`src/rtl/assert_macros.svh`:
```
// ----------------------------------------------------------------------------
// Assertion macros
// Clocked concurrent assertion helpers for the tokenizer RTL.
// ----------------------------------------------------------------------------
`ifndef ASSERT_MACROS_SVH
`define ASSERT_MACROS_SVH

`ifndef SYNTHESIS

// Assertion sampled on clk_i, disabled while rst_ni is low.
`define CLT_ASSERT(lbl, prop) \
  lbl: assert property (@(posedge clk_i) disable iff (!rst_ni) (prop)) \
    else $error("tokenizer assertion failed");

// Assertion sampled on clk_i, also checked during reset.
`define CLT_ASSERT_ALWAYS(lbl, prop) \
  lbl: assert property (@(posedge clk_i) (prop)) \
    else $error("tokenizer assertion failed");

`else

`define CLT_ASSERT(lbl, prop)
`define CLT_ASSERT_ALWAYS(lbl, prop)

`endif

`endif

```
`src/rtl/clt_pkg.sv`:
```
// ----------------------------------------------------------------------------
// clt_pkg
// Shared types and constants of the command-line tokenizer.
// ----------------------------------------------------------------------------
`timescale 1ns / 1ps

package clt_pkg;

  localparam int          PendW   = 6;
  localparam logic [5:0]  BsMax   = 6'd62;
  localparam logic [7:0]  ChSpace = 8'h20;
  localparam logic [7:0]  ChTab   = 8'h09;
  localparam logic [7:0]  ChBslash = 8'h5C;
  localparam logic [7:0]  ChQuote = 8'h22;
  localparam logic [7:0]  ChNul   = 8'h00;
  localparam logic [7:0]  MaxArgsRst = 8'd255;

  typedef enum logic [0:0] {
    ST_IDLE = 1'b0,
    ST_EMIT = 1'b1
  } clt_state_e;

  // controller -> datapath
  typedef struct packed {
    logic load;  // take input byte, plan its results, update parse state
    logic pop;   // move next planned result into the output register
  } clt_cmd_t;

  // datapath -> controller
  typedef struct packed {
    logic plan_busy;  // the byte on the input makes at least one result
    logic work_last;  // the next planned result is the final one
    logic out_free;   // output register can take a result this cycle
  } clt_stat_t;

endpackage

```
`src/rtl/clt_ctrl.sv`:
```
// ----------------------------------------------------------------------------
// clt_ctrl
// Sequencer: takes a byte, then pops its results one per cycle unless stalled.
// ----------------------------------------------------------------------------
`timescale 1ns / 1ps

module clt_ctrl
  import clt_pkg::*;
(
  input  logic      clk_i,
  input  logic      rst_ni,
  input  logic      s_tvalid_i,
  output logic      s_tready_o,
  input  clt_stat_t stat_i,
  output clt_cmd_t  cmd_o
);

  clt_state_e state_q, state_d;

  always_ff @(posedge clk_i or negedge rst_ni) begin
    if (!rst_ni) begin
      state_q <= ST_IDLE;
    end else begin
      state_q <= state_d;
    end
  end

  always_comb begin
    state_d = state_q;
    unique case (state_q)
      ST_IDLE: begin
        if (s_tvalid_i && stat_i.plan_busy) state_d = ST_EMIT;
      end
      ST_EMIT: begin
        if (stat_i.out_free && stat_i.work_last) state_d = ST_IDLE;
      end
      default: state_d = ST_IDLE;
    endcase
  end

  always_comb begin
    s_tready_o = 1'b0;
    cmd_o      = '0;
    unique case (state_q)
      ST_IDLE: begin
        s_tready_o = 1'b1;
        cmd_o.load = s_tvalid_i;
      end
      ST_EMIT: begin
        cmd_o.pop = stat_i.out_free;
      end
      default: begin
        s_tready_o = 1'b0;
      end
    endcase
  end

endmodule

```
`src/rtl/clt_datapath.sv`:
```
// ----------------------------------------------------------------------------
// clt_datapath
// Parse state, per-byte result plan and output register of the tokenizer.
// ----------------------------------------------------------------------------
`timescale 1ns / 1ps

module clt_datapath
  import clt_pkg::*;
(
  input  logic        clk_i,
  input  logic        rst_ni,
  input  logic        cfg_valid_i,
  input  logic [7:0]  cfg_data_i,
  input  logic [7:0]  char_i,
  input  clt_cmd_t    cmd_i,
  output clt_stat_t   stat_o,
  input  logic        m_tready_i,
  output logic        out_valid_o,
  output logic [7:0]  out_byte_o,
  output logic        byte_valid_o,
  output logic        arg_done_o,
  output logic        line_done_o,
  output logic [7:0]  arg_index_o,
  output logic        last_o
);

  // parse state
  logic [7:0]       max_args_q;
  logic             in_word_q, in_word_d;
  logic             quoting_q, quoting_d;
  logic [PendW-1:0] pend_q, pend_d;
  logic [7:0]       cnt_q, cnt_d;

  // result plan of the byte in flight
  logic [PendW-1:0] bs_left_q, bs_left_d;
  logic             want_chr_q, want_chr_d;
  logic             want_ad_q, want_ad_d;
  logic             want_ld_q, want_ld_d;
  logic [7:0]       chr_q, chr_d;
  logic [7:0]       idx_q, idx_d;
  logic [7:0]       ld_idx_q, ld_idx_d;

  // output register
  logic       out_valid_q;
  logic [7:0] out_byte_q, out_idx_q;
  logic       out_bv_q, out_ad_q, out_ld_q, out_last_q;

  // plan from the input byte
  logic             is_ws, is_nul, is_bs, is_qt, start, active, eff_quot;
  logic [PendW-1:0] eff_pend, p_bs;
  logic             p_chr, p_ad, p_ld;
  logic [7:0]       p_chr_val, p_ld_idx;

  // next result
  logic [7:0] nx_byte, nx_idx;
  logic       nx_bv, nx_ad, nx_ld, nx_last;

  assign is_ws  = (char_i == ChSpace) || (char_i == ChTab);
  assign is_nul = (char_i == ChNul);
  assign is_bs  = (char_i == ChBslash);
  assign is_qt  = (char_i == ChQuote);
  assign start  = !in_word_q && !is_nul && !is_ws && (cnt_q < max_args_q);
  assign active = in_word_q || start;
  assign eff_pend = in_word_q ? pend_q : '0;
  assign eff_quot = in_word_q && quoting_q;

  always_comb begin
    p_bs      = '0;
    p_chr     = 1'b0;
    p_chr_val = char_i;
    p_ad      = 1'b0;
    p_ld      = 1'b0;
    p_ld_idx  = cnt_q;
    in_word_d = in_word_q;
    quoting_d = quoting_q;
    pend_d    = pend_q;
    cnt_d     = cnt_q;
    if (!active) begin
      if (is_nul) begin
        p_ld      = 1'b1;
        in_word_d = 1'b0;
        quoting_d = 1'b0;
        pend_d    = '0;
        cnt_d     = '0;
      end
    end else begin
      in_word_d = 1'b1;
      quoting_d = eff_quot;
      pend_d    = eff_pend;
      priority if (is_bs) begin
        if (eff_pend < BsMax) pend_d = eff_pend + 1'b1;
      end else if (is_qt) begin
        p_bs = eff_pend >> 1;
        if (eff_pend[0]) begin
          p_chr     = 1'b1;
          p_chr_val = ChQuote;
        end else begin
          quoting_d = !eff_quot;
        end
        pend_d = '0;
      end else if (is_nul) begin
        p_bs      = eff_pend;
        p_ad      = 1'b1;
        p_ld      = 1'b1;
        p_ld_idx  = cnt_q + 8'd1;
        in_word_d = 1'b0;
        quoting_d = 1'b0;
        pend_d    = '0;
        cnt_d     = '0;
      end else if (is_ws && !eff_quot) begin
        p_bs      = eff_pend;
        p_ad      = 1'b1;
        in_word_d = 1'b0;
        quoting_d = 1'b0;
        pend_d    = '0;
        cnt_d     = cnt_q + 8'd1;
      end else begin
        p_bs   = eff_pend;
        p_chr  = 1'b1;
        pend_d = '0;
      end
    end
  end

  // next planned result, backslashes first
  always_comb begin
    nx_byte = 8'd0;
    nx_bv   = 1'b0;
    nx_ad   = 1'b0;
    nx_ld   = 1'b0;
    nx_idx  = idx_q;
    priority if (bs_left_q != '0) begin
      nx_byte = ChBslash;
      nx_bv   = 1'b1;
    end else if (want_chr_q) begin
      nx_byte = chr_q;
      nx_bv   = 1'b1;
    end else if (want_ad_q) begin
      nx_ad = 1'b1;
    end else begin
      nx_ld  = 1'b1;
      nx_idx = ld_idx_q;
    end
  end

  assign nx_last = ((bs_left_q == PendW'(1)) && !want_chr_q && !want_ad_q && !want_ld_q) ||
                   ((bs_left_q == '0) &&
                    ({1'b0, want_chr_q} + {1'b0, want_ad_q} + {1'b0, want_ld_q} == 2'd1));

  always_comb begin
    bs_left_d  = bs_left_q;
    want_chr_d = want_chr_q;
    want_ad_d  = want_ad_q;
    want_ld_d  = want_ld_q;
    chr_d      = chr_q;
    idx_d      = idx_q;
    ld_idx_d   = ld_idx_q;
    if (cmd_i.load) begin
      bs_left_d  = p_bs;
      want_chr_d = p_chr;
      want_ad_d  = p_ad;
      want_ld_d  = p_ld;
      chr_d      = p_chr_val;
      idx_d      = cnt_q;
      ld_idx_d   = p_ld_idx;
    end else if (cmd_i.pop) begin
      priority if (bs_left_q != '0) begin
        bs_left_d = bs_left_q - 1'b1;
      end else if (want_chr_q) begin
        want_chr_d = 1'b0;
      end else if (want_ad_q) begin
        want_ad_d = 1'b0;
      end else begin
        want_ld_d = 1'b0;
      end
    end
  end

  always_ff @(posedge clk_i or negedge rst_ni) begin
    if (!rst_ni) begin
      max_args_q <= MaxArgsRst;
      in_word_q  <= 1'b0;
      quoting_q  <= 1'b0;
      pend_q     <= '0;
      cnt_q      <= '0;
      bs_left_q  <= '0;
      want_chr_q <= 1'b0;
      want_ad_q  <= 1'b0;
      want_ld_q  <= 1'b0;
      out_valid_q <= 1'b0;
    end else begin
      if (cfg_valid_i) max_args_q <= cfg_data_i;
      if (cmd_i.load) begin
        in_word_q <= in_word_d;
        quoting_q <= quoting_d;
        pend_q    <= pend_d;
        cnt_q     <= cnt_d;
      end
      bs_left_q  <= bs_left_d;
      want_chr_q <= want_chr_d;
      want_ad_q  <= want_ad_d;
      want_ld_q  <= want_ld_d;
      if (cmd_i.pop) begin
        out_valid_q <= 1'b1;
      end else if (m_tready_i) begin
        out_valid_q <= 1'b0;
      end
    end
  end

  // payload, no reset
  always_ff @(posedge clk_i) begin
    chr_q    <= chr_d;
    idx_q    <= idx_d;
    ld_idx_q <= ld_idx_d;
    if (cmd_i.pop) begin
      out_byte_q <= nx_byte;
      out_bv_q   <= nx_bv;
      out_ad_q   <= nx_ad;
      out_ld_q   <= nx_ld;
      out_idx_q  <= nx_idx;
      out_last_q <= nx_last;
    end
  end

  assign stat_o.plan_busy = (p_bs != '0) || p_chr || p_ad || p_ld;
  assign stat_o.work_last = nx_last;
  assign stat_o.out_free  = !out_valid_q || m_tready_i;

  assign out_valid_o  = out_valid_q;
  assign out_byte_o   = out_byte_q;
  assign byte_valid_o = out_bv_q;
  assign arg_done_o   = out_ad_q;
  assign line_done_o  = out_ld_q;
  assign arg_index_o  = out_idx_q;
  assign last_o       = out_last_q;

endmodule

```
`src/rtl/command_line_tokenizer_core.sv`:
```
// ----------------------------------------------------------------------------
// command_line_tokenizer_core
// Splits a command-line byte stream into argument bytes and markers.
// ----------------------------------------------------------------------------
//
//  Channel  Dir  Handshake            Contents
//  s_*      in   s_tvalid/s_tready    one command-line byte, 0 ends the line
//  m_*      out  m_tvalid/m_tready    one result: byte or arg/line marker
//  cfg_*    in   cfg_valid/cfg_ready  max_args write
//
//  A byte that makes no result is taken while the sequencer stays idle. A
//  byte that makes results is taken and planned, then holds the input while
//  one result per cycle moves into the output register whenever it is free.
//  The output register sets that rate; the next byte is taken while the last
//  result still waits. Reset: max_args is 255, no word open, no quoting,
//  counters cleared. An m_tready stall in ST_EMIT holds sequencer and input.
//
`timescale 1ns / 1ps

`include "assert_macros.svh"

module command_line_tokenizer_core
  import clt_pkg::*;
(
  input  logic        clk_i,
  input  logic        rst_ni,
  // byte request
  input  logic        s_tvalid_i,
  output logic        s_tready_o,
  input  logic [7:0]  s_tdata_i,   // [7:0] char_in
  // result request
  output logic        m_tvalid_o,
  input  logic        m_tready_i,
  output logic [15:0] m_tdata_o,   // [7:0] out_byte, [15:8] arg_index
  output logic [2:0]  m_tuser_o,   // [0] byte_valid, [1] arg_done, [2] line_done
  output logic        m_tlast_o,   // last_of_run
  // configuration request
  input  logic        cfg_valid_i,
  output logic        cfg_ready_o,
  input  logic [7:0]  cfg_data_i   // [7:0] max_args
);

  clt_cmd_t  cmd;
  clt_stat_t stat;

  logic [7:0] out_byte, arg_index;
  logic       byte_valid, arg_done, line_done;

  // config is always taken; it only changes the limit for words yet to start
  assign cfg_ready_o = 1'b1;

  clt_ctrl u_ctrl (
    .clk_i      (clk_i),
    .rst_ni     (rst_ni),
    .s_tvalid_i (s_tvalid_i),
    .s_tready_o (s_tready_o),
    .stat_i     (stat),
    .cmd_o      (cmd)
  );

  clt_datapath u_dp (
    .clk_i        (clk_i),
    .rst_ni       (rst_ni),
    .cfg_valid_i  (cfg_valid_i),
    .cfg_data_i   (cfg_data_i),
    .char_i       (s_tdata_i),
    .cmd_i        (cmd),
    .stat_o       (stat),
    .m_tready_i   (m_tready_i),
    .out_valid_o  (m_tvalid_o),
    .out_byte_o   (out_byte),
    .byte_valid_o (byte_valid),
    .arg_done_o   (arg_done),
    .line_done_o  (line_done),
    .arg_index_o  (arg_index),
    .last_o       (m_tlast_o)
  );

  assign m_tdata_o = {arg_index, out_byte};
  assign m_tuser_o = {line_done, arg_done, byte_valid};

  // line end always closes the run of results of its byte
  `CLT_ASSERT(a_line_done_last, (m_tvalid_o && m_tuser_o[2]) |-> m_tlast_o)
  // markers never carry a byte
  `CLT_ASSERT(a_marker_no_byte, m_tvalid_o |-> !(m_tuser_o[0] && (m_tuser_o[1] || m_tuser_o[2])))
  // out_byte is zero unless byte_valid
  `CLT_ASSERT(a_zero_byte, (m_tvalid_o && !m_tuser_o[0]) |-> (m_tdata_o[7:0] == 8'd0))

endmodule

```
`config.mk`:
```
export PLATFORM = sky130hd
export DESIGN_NAME = command_line_tokenizer_core
export DESIGN_NICKNAME = d
export VERILOG_FILES = /design/src/rtl/clt_pkg.sv /design/src/rtl/clt_ctrl.sv /design/src/rtl/clt_datapath.sv /design/src/rtl/command_line_tokenizer_core.sv
export VERILOG_INCLUDE_DIRS = /design/src /design/src/rtl
export SDC_FILE = /design/constraint.sdc
export NUM_CORES = 1
export LEC_CHECK = 0
export ABC_AREA = 1
export BUFFER_PORTS_ARGS = -buffer_cell sky130_fd_sc_hd__buf_2
export CELL_PAD_IN_SITES_DETAIL_PLACEMENT = 0
export CELL_PAD_IN_SITES_GLOBAL_PLACEMENT = 2
export CORE_MARGIN = 5
export CORE_UTILIZATION = 37
export CTS_CLUSTER_SIZE = 16
export DETAILED_ROUTE_END_ITERATION = 16
export HOLD_SLACK_MARGIN = 0.12
export PLACE_DENSITY = 0.85
export SLEW_MARGIN = 20
export SYNTH_ARGS = -nofsm -noshare
export SYNTH_HDL_FRONTEND = slang
export SYNTH_SLANG_ARGS = --single-unit
```
`constraint.sdc`:
```
create_clock -name clk_i -period 2.75 [get_ports clk_i]
set_clock_uncertainty 0.05 [all_clocks]
set_input_delay 0.275 -clock clk_i [delete_from_list [all_inputs] [get_ports clk_i]]
set_output_delay 0.275 -clock clk_i [all_outputs]
set_load 0.01 [all_outputs]
```
# [Word level (Yosys, flattened, before mapping)]
# Index checks and enable logic that the tools add are counted.
[totals] ff_bits=79 wordCells=161 in_bits=21 output_inout_bits=23
[classes] n_eq_ne=11 bitwise=2 mux=77 n_addsub=5 n_lt_le_gt_ge=2 reduce_logical=43
[op_table] operator="$mux 8" count=17
[op_table] operator="$mux 6" count=11
[op_table] operator="$mux 1" count=47
[op_table] operator="$eq 8x6->1 const B" count=2
[op_table] operator="$reduce_bool 6->1" count=2
[op_table] operator="$logic_and 1x1->1" count=11
[op_table] operator="$ne 2x2->1 const B" count=5
[op_table] operator="$add 8x1->8 const B" count=1
[op_table] operator="$eq 8x4->1 const B" count=1
[op_table] operator="$eq 8x7->1 const B" count=1
[op_table] operator="$logic_not 1->1" count=8
[op_table] operator="$logic_not 8->1" count=1
[op_table] operator="$lt 8x8->1" count=1
[op_table] operator="$reduce_bool 2->1" count=4
[op_table] operator="$logic_or 1x1->1" count=7
[op_table] operator="$mux 7" count=1
[op_table] operator="$add 6x1->6 const B" count=1
[op_table] operator="$eq 6x1->1 const B" count=1
[op_table] operator="$logic_not 6->1" count=1
[op_table] operator="$lt 6x6->1 const B" count=1
[op_table] operator="$reduce_and 2->1" count=3
[op_table] operator="$sub 6x1->6 const B" count=1
[op_table] operator="$reduce_and 5->1" count=1
[op_table] operator="$reduce_and 4->1" count=1
[op_table] operator="8 further kinds" count=10

# [Depth between registers and ports, before layout]
# Gate-level depths: netlist of the first run.
[logic_depth] word_depth=14 mapped_depth=14 ltp_nobuf=14

# [Cells and area by module]
# A second synthesis of the first run with hierarchy kept.
[hier_totals] cells_unflattened=480 area_unflattened_um2=4354.2
[modules_own_cells] module="clt_datapath" instances=1 area_per_inst_um2=4255.3 seq_area_each_um2=2182.1 cells_per_inst=465
[modules_own_cells] module="clt_ctrl" instances=1 area_per_inst_um2=65.1 seq_area_each_um2=25.0 cells_per_inst=10
[modules_own_cells] module="command_line_tokenizer_core" instances=1 area_per_inst_um2=33.8 seq_area_each_um2=0.0 cells_per_inst=5

# [Worst setup path before layout of the first run]
# No wires, ideal clock.
[synth_timing] path_kind="reg2reg" start="register u_dp.max_args_q[7]" end="register u_dp.ld_idx_q[2] (data pin)" setup_ns=0.259 period_less_slack_ns=2.028 stages_incl_launch_ff=14 t_arrival_ns=1.719 path_slack_ns=0.722 t_required_ns=2.441 path_buffers=1 path_cell_list="dfstp_2 > inv_1 > ha_1 > nand2_1 > inv_1 > a21oi_1 > nand2_1 > nor2_2 > nand2_2 > nand2_4 > nand3_2 > buf_4 > nand2_1 > o31ai_1"
[synth_between] elab_chain_len=4
[synth_lines] element="start: declaration" line="clt_datapath.sv:28" rtl="logic [7:0] max_args_q;"
[synth_lines] element="start signal: assignment" line="clt_datapath.sv:181" rtl="max_args_q <= MaxArgsRst;"
[synth_lines] element="start signal: assignment" line="clt_datapath.sv:192" rtl="if (cfg_valid_i) max_args_q <= cfg_data_i;"
[synth_lines] element="$lt 8x8->1" line="clt_datapath.sv:62" rtl="assign start = !in_word_q && !is_nul && !is_ws && (cnt_q < max_args_q);"
[synth_lines] element="$logic_and 1x1->1" line="clt_datapath.sv:62"
[synth_lines] element="$logic_or 1x1->1" line="clt_datapath.sv:63" rtl="assign active = in_word_q || start;"
[synth_lines] element="$mux 8" line="clt_datapath.sv:78" rtl="if (!active) begin"
[synth_lines] element="via u_dp.p_ld_idx[2]" line="clt_datapath.sv:52" rtl="logic [7:0] p_chr_val, p_ld_idx;"
[synth_lines] element="end signal: assignment" line="clt_datapath.sv:215" rtl="ld_idx_q <= ld_idx_d;"
[synth_lines] element="end: declaration" line="clt_datapath.sv:41" rtl="logic [7:0] ld_idx_q, ld_idx_d;"
# The timed path passes the listed nets, and every way through them passes these cells.
# A chain may end at the register's enable or synchronous reset.

# [Worst setup path after layout of the first run]
[layout_timing] start="register u_dp.max_args_q[7]" end="register u_dp.ld_idx_q[7] (data pin)"
# Same word-level chain as after synthesis.

==> impl_metrics.toml, run 1 <==
[yosys]
post-synth-top-area-fraction = 0.316
synthTopCellsByArea = "edfxtp_1 32%, dfrtp_1 16%, nand2_1 12%"
seq_area_frac_synth = 0.528
synth_cell_types = 40
post_synth.cell_area_avg_um2 = 9.15
netlist_area_um2 = 4180
yosysWarnings = 0
postSynthCellCount = 457
synth_seq_cells = 79
synth_top_cell_by_area = "edfxtp_1"
syn_nets = 491

[final_layout]
multi_input_area_um2 = 1620
antenna_cells = 0
final_common_cell = "nand2_1"
drive_gt1_frac = 0.204
design_area_um2 = 4930
seqCellArea_um2 = 2210
finalNetCount = 544
syn2layout_area_growth_pct = 17.9
layout_common_cells = "136 x nand2_1, 55 x inv_1, 44 x edfxtp_1"
fill_cells = 1054

[clock_tree]
path_clk_slew_ns = 0.06
cts_tree = "built"
postCtsHoldBufs = 16
cts_buffers = 9
cts_max_level = 3
cts_buffer_depth = 2
cts-root-buf = "clkbuf_16"
cts.sink_count = 79
cts_resized = 0
clk_latency_ns = 0.34
cts_setup_buffers = 0

[floorplanning]
core_area_um2 = 10900
die_x_um = 116
rows = 38
initial_core_util = 0.382
die_area_um2 = 13500
boundaryPins = 44
die_y_um = 116

[placement]
dpl.hpwl_mm = 5.87
port-buffer-count = 42
dpl_cell_area_um2 = 4470
routabilityCongestion = 0.800

[critical_path]
start_kind = "register"
r2r_start = "u_dp.max_args_q[7]"
cp-end-kind = "register"
cp_max_fo = 14
worstPathArrival_ns = 2.41
crit_start = "u_dp.max_args_q[7]"
crit_required_ns = 2.79
worstSetupPathType = "reg2reg"

[flow_run]
maxCapViolCount = 0

[drt]
wirelength_mm = 8.14
ant_nets = 0
avgRoutedWirePerCell_um = 12.4
drt_iter0_drc = 238
drc_errors = 0
viasPerCell = 4.53
firstDrtPassIters = 4
vias = 2967

[timing]
worst_slew_pin_slew_ns = 0.869
timing.fmax_mhz = 423
maxSlewHeadroom = 0.421
setup_violations = 0
grt_setup_unrepaired = "no"
fin_crit_ns = 2.37
setup_tns_ns = 0
finalMaxSlewViolations = 0
min_period_over_period = 0.860
hold_viol_final = 0

[global_routing]
grtUsageTotal = 0.133
grt_pass1_wl_mm = 14.0
antenna_found_initial = 0
grt-ovfl-total = 0
grt_pass1_vias = 2918
grt_max_degree = 36

[worst_hold_path]
hold_class = "in2reg"
hp-start = "s_tdata_i[3]"

[pwr]
cellPowerDensity_nw_per_um2 = 767
vdd_ir_drop_max_v = 0.000302
cellLeakagePower_nw = 2.27

[run_status]
status = "finished clean"
-- kinds of logic (layout without fill, tap and decap cells) --
logic type	count (synthesis)	after routing	synth area share
fa+ha+maj	13	13	0.0407
other cells	1	1	0.000897
mux	1	1	0.00269
flops	79	79	0.528
buf+inv	80	138	0.0847
compound gates	56	56	0.0808
xor+xnor	10	10	0.0210
simple gates	217	217	0.241
-- final timing paths --
path                                      endpoint  slack, ns  cells after the start
worst max-delay path              u_dp.ld_idx_q[7]       0.38                     12
worst min-delay path                 u_dp.chr_q[3]       0.13                      1
worst max register to register    u_dp.ld_idx_q[7]       0.38                     12
worst min register to register  u_dp.max_args_q[5]       0.44                      2
max in group asynchronous           u_dp.pend_q[1]       1.57                      2
min in group asynchronous            u_dp.cnt_q[2]       0.54                      2
-- per-stage QoR --
stage | utilization | cells | total power, mW | setup WS [ns] | hold slack [ns]
6_report | 0.451 | 655 | 3.78 | 0.384 | 0.133
5_1_grt | 0.451 | 655 | 4.05 | 0.145 | 0.129
4_1_cts | 0.451 | 655 | 3.83 | 0.366 | 0.121
3_5_place_dp | 0.409 | 623 | 2.61 | 0.384 | 0.408
3_3_place_gp | 0.409 | 623 | 2.59 | 0.461 | 0.406
2_1_floorplan | - | 457 | 2.35 | 0.722 | -0.0706
-- synth_stat cells, drive strengths merged --
master / instances
nand2: 149
inv: 59
edfxtp: 44
nor2: 34
o21ai: 32
dfrtp: 27
nand3: 24
buf: 12
ha: 12
xor2: 9
a21oi: 8
clkbuf: 8
dfstp: 8
o211ai: 7
nand4: 5
nor3: 4
o31ai: 3
o22ai: 2
a31oi: 1
conb: 1
dlygate4sd1: 1
fa: 1
mux2: 1
nor4: 1
o21bai: 1
o311ai: 1
o32ai: 1
xnor2: 1
-- power breakdown --
group / leakage [nW] / total, mW / switching [mW] / internal [mW]
Sequential: 0.814 / 1.66 / 0.113 / 1.55
Clock: 0.141 / 1.19 / 0.487 / 0.703
Combinational: 1.31 / 0.928 / 0.590 / 0.338
-- worst max-delay path, stage by stage (launching register included) --
cell and delay, ns:
dfstp_2 0.51, inv_1 0.04, ha_1 0.28, nand2_1 0.09, inv_1 0.04, a21oi_1 0.15, nand2_1 0.08, nor2_2 0.09
nand2_2 0.08, nand2_4 0.17, nand3_2 0.25, nor2_1 0.21, xor2_1 0.08
-- layout make-up --
cell class,instances,area share
well taps,140,0.0356
repair buffers,63,0.0828
inverters,59,0.0449
multi-input cells,298,0.329
clock buffers,9,0.0457
clock inverters,7,0.0145
flip-flops and latches,79,0.448
-- sequential cells by signal (all words and copies together), names as in the netlist, 6 cells and up --
register,cells
u_dp.arg_index_o,8
u_dp.chr_q,8
u_dp.cnt_q,8
u_dp.idx_q,8
u_dp.ld_idx_q,8
u_dp.max_args_q,8
u_dp.out_byte_o,8
u_dp.bs_left_q,6
u_dp.pend_q,6
-- routing by layer --
metal,up-vias,share of wire,routed length [um],track usage
li1,1584,-,-,-
met1,1321,0.50,4100,0.185
met2,54,0.43,3520,0.199
met3,8,0.049,401,0.0394
met4,0,0.014,112,0.0441
met5,-,0,0,0
(Power assumes the default switching activity.)
==> run 2: changes to the inputs <==
--- a/config.mk
+++ b/config.mk
@@ -16,6 +16,7 @@
 export DETAILED_ROUTE_END_ITERATION = 16
 export HOLD_SLACK_MARGIN = 0.12
 export PLACE_DENSITY = 0.85
+export RECOVER_POWER = 25
 export SLEW_MARGIN = 20
 export SYNTH_ARGS = -nofsm -noshare
 export SYNTH_HDL_FRONTEND = slang
==> impl_metrics.toml, run 2 (synthesized netlist as in run 1, its figures left out) <==
[placement]
routabilityCongestion = 0.800
dp.cells = 623
dpl.hpwl_mm = 5.87
dpl_cell_area_um2 = 4470
port-buffer-count = 42

[clock_tree]
path_clk_slew_ns = 0.06
cts_resized = 0
cts_buffers = 9
cts_tree = "built"
cts.sink_count = 79
clk_latency_ns = 0.34
cts-root-buf = "clkbuf_16"
cts_buffer_depth = 2
cts_max_level = 3
cts_setup_buffers = 0

[pwr]
pwr-share-seq = 0.443
netSwitchingFraction = 0.317
p_sw_mw = 1.19
vdd_ir_drop_max_v = 0.000300
power.total_mw = 3.76
internal_power_mw = 2.57
cellLeakagePower_nw = 2.20
cellPowerDensity_nw_per_um2 = 768
clockPowerShare = 0.316
power_frac_comb = 0.241

[worst_hold_path]
hold_class = "in2reg"

[timing]
setup_tns_ns = 0
setup_violations = 0
timing.fmax_mhz = 425
fin_crit_ns = 2.35
min_period_over_period = 0.856
finalMaxSlewViolations = 0
grt_setup_unrepaired = "no"
worst_slew_pin_slew_ns = 0.864
hold_slack_ns = 0.172
maxSlewHeadroom = 0.424
hold_viol_final = 0

[global_routing]
grt_max_degree = 36
grt_pass1_vias = 2918
grtUsageTotal = 0.133
antenna_found_initial = 0
grt_pass1_wl_mm = 14.0
grt-ovfl-total = 0

[critical_path]
crit_buf_inv = 2
worstSetupPathType = "reg2reg"
crit_chain = "inv_1, ha_1, nand2_1, inv_1, a21oi_1, nand2_1, nor2_2, nand2_2, nand2_4, nand3_2, nor2_1, xor2_1"
crit_required_ns = 2.79
reg2reg_slack_ns = 0.40
cp-end-kind = "register"
crit_slowest_cell = "dfstp_2"
cp_max_fo = 14
critical_path.top_delay_family = "simple AND/OR/NAND/NOR gates"
start_kind = "register"
worstPathArrival_ns = 2.39
slowest_delay_ns = 0.51

[drt]
wl_met2_mm = 3.54
routed.top_layer = "met4"
firstDrtPassIters = 4
met3_length_um = 444
wl_met1_mm = 4.06
drc_errors = 0
wirelength_mm = 8.15
viasPerCell = 4.58
drt_iter0_drc = 224
ant_nets = 0
vias = 3000
avgRoutedWirePerCell_um = 12.4

[final_layout]
drive_gt1_frac = 0.150
syn2layout_area_growth_pct = 17.0
layout_common_cells = "136 x nand2_1, 55 x inv_1, 44 x edfxtp_1"
design_area_um2 = 4890
antenna_cells = 0
finalNetCount = 544
layout.cells.non_filler = 655
final_common_cell = "nand2_1"

[floorplanning]
die_area_um2 = 13500
initial_core_util = 0.382
core_area_um2 = 10900
die_x_um = 116
boundaryPins = 44
die_y_um = 116
rows = 38

[run_status]
status = "finished clean"

[flow_run]
maxCapViolCount = 0
[run 2: cell types whose count changed in the layout (fill, tap and decap cells not counted), sizes merged]
cell	delta
buf	-28
clkbuf	+28
[run 2: per-layer routing]
metal | track usage | vias up
met5 | 0 | -
met4 | 0.0441 | 0
met3 | 0.0394 | 8
met2 | 0.199 | 61
met1 | 0.185 | 1350
li1 | - | 1581
[run 2: worst min-delay path, delay by kind of cell]
| family | cells | cell delay [ns] |
|---|---|---|
| and+or+nand+nor | 2 | 0.15 |
| buffers and inverters | 2 | 0.10 |
[run 2: area by class of cell]
class / count / area, um2
timing repair buffer: 63 / 373
clock buffer: 9 / 225
clock inverter: 7 / 71.3
fill: 1067 / 6040
multi-input combinational: 298 / 1620
sequential: 79 / 2210
inverter: 59 / 221
tap: 140 / 175
[run 2: path summary, 6_finish.rpt]
kind,start,to,cells past startpoint
setup / recovery,u_dp.max_args_q[7],u_dp.ld_idx_q[7],12
hold / removal,m_tready_i,u_dp.out_valid_o,4
setup reg to reg,u_dp.max_args_q[7],u_dp.ld_idx_q[7],12
hold reg to reg,u_dp.max_args_q[5],u_dp.max_args_q[5],2
max in group asynchronous,rst_ni,u_dp.pend_q[1],2
min in group asynchronous,rst_ni,u_dp.out_valid_o,2
[run 2: power by group through the flow]
stage	sequential [mW]	combinational, mW	clock, mW
2_1_floorplan	1.70	0.651	0
3_3_place_gp	1.68	0.908	0
3_5_place_dp	1.69	0.919	0
4_1_cts	1.66	0.943	1.22
5_1_grt	1.69	1.06	1.28
6_report	1.66	0.906	1.19
[run 2: through the flow]
stage           util  worst slack, ns
2_1_floorplan      -            0.722
3_3_place_gp   0.409            0.461
3_5_place_dp   0.409            0.384
4_1_cts        0.451            0.366
5_1_grt        0.447            0.145
6_report       0.447            0.395
[run 2: what timing repair did]
item                                    in CTS  in global routing
endpoints found under the setup margin       0                  0
hold buffers                                16                  0
endpoints found under the hold margin       42                  0
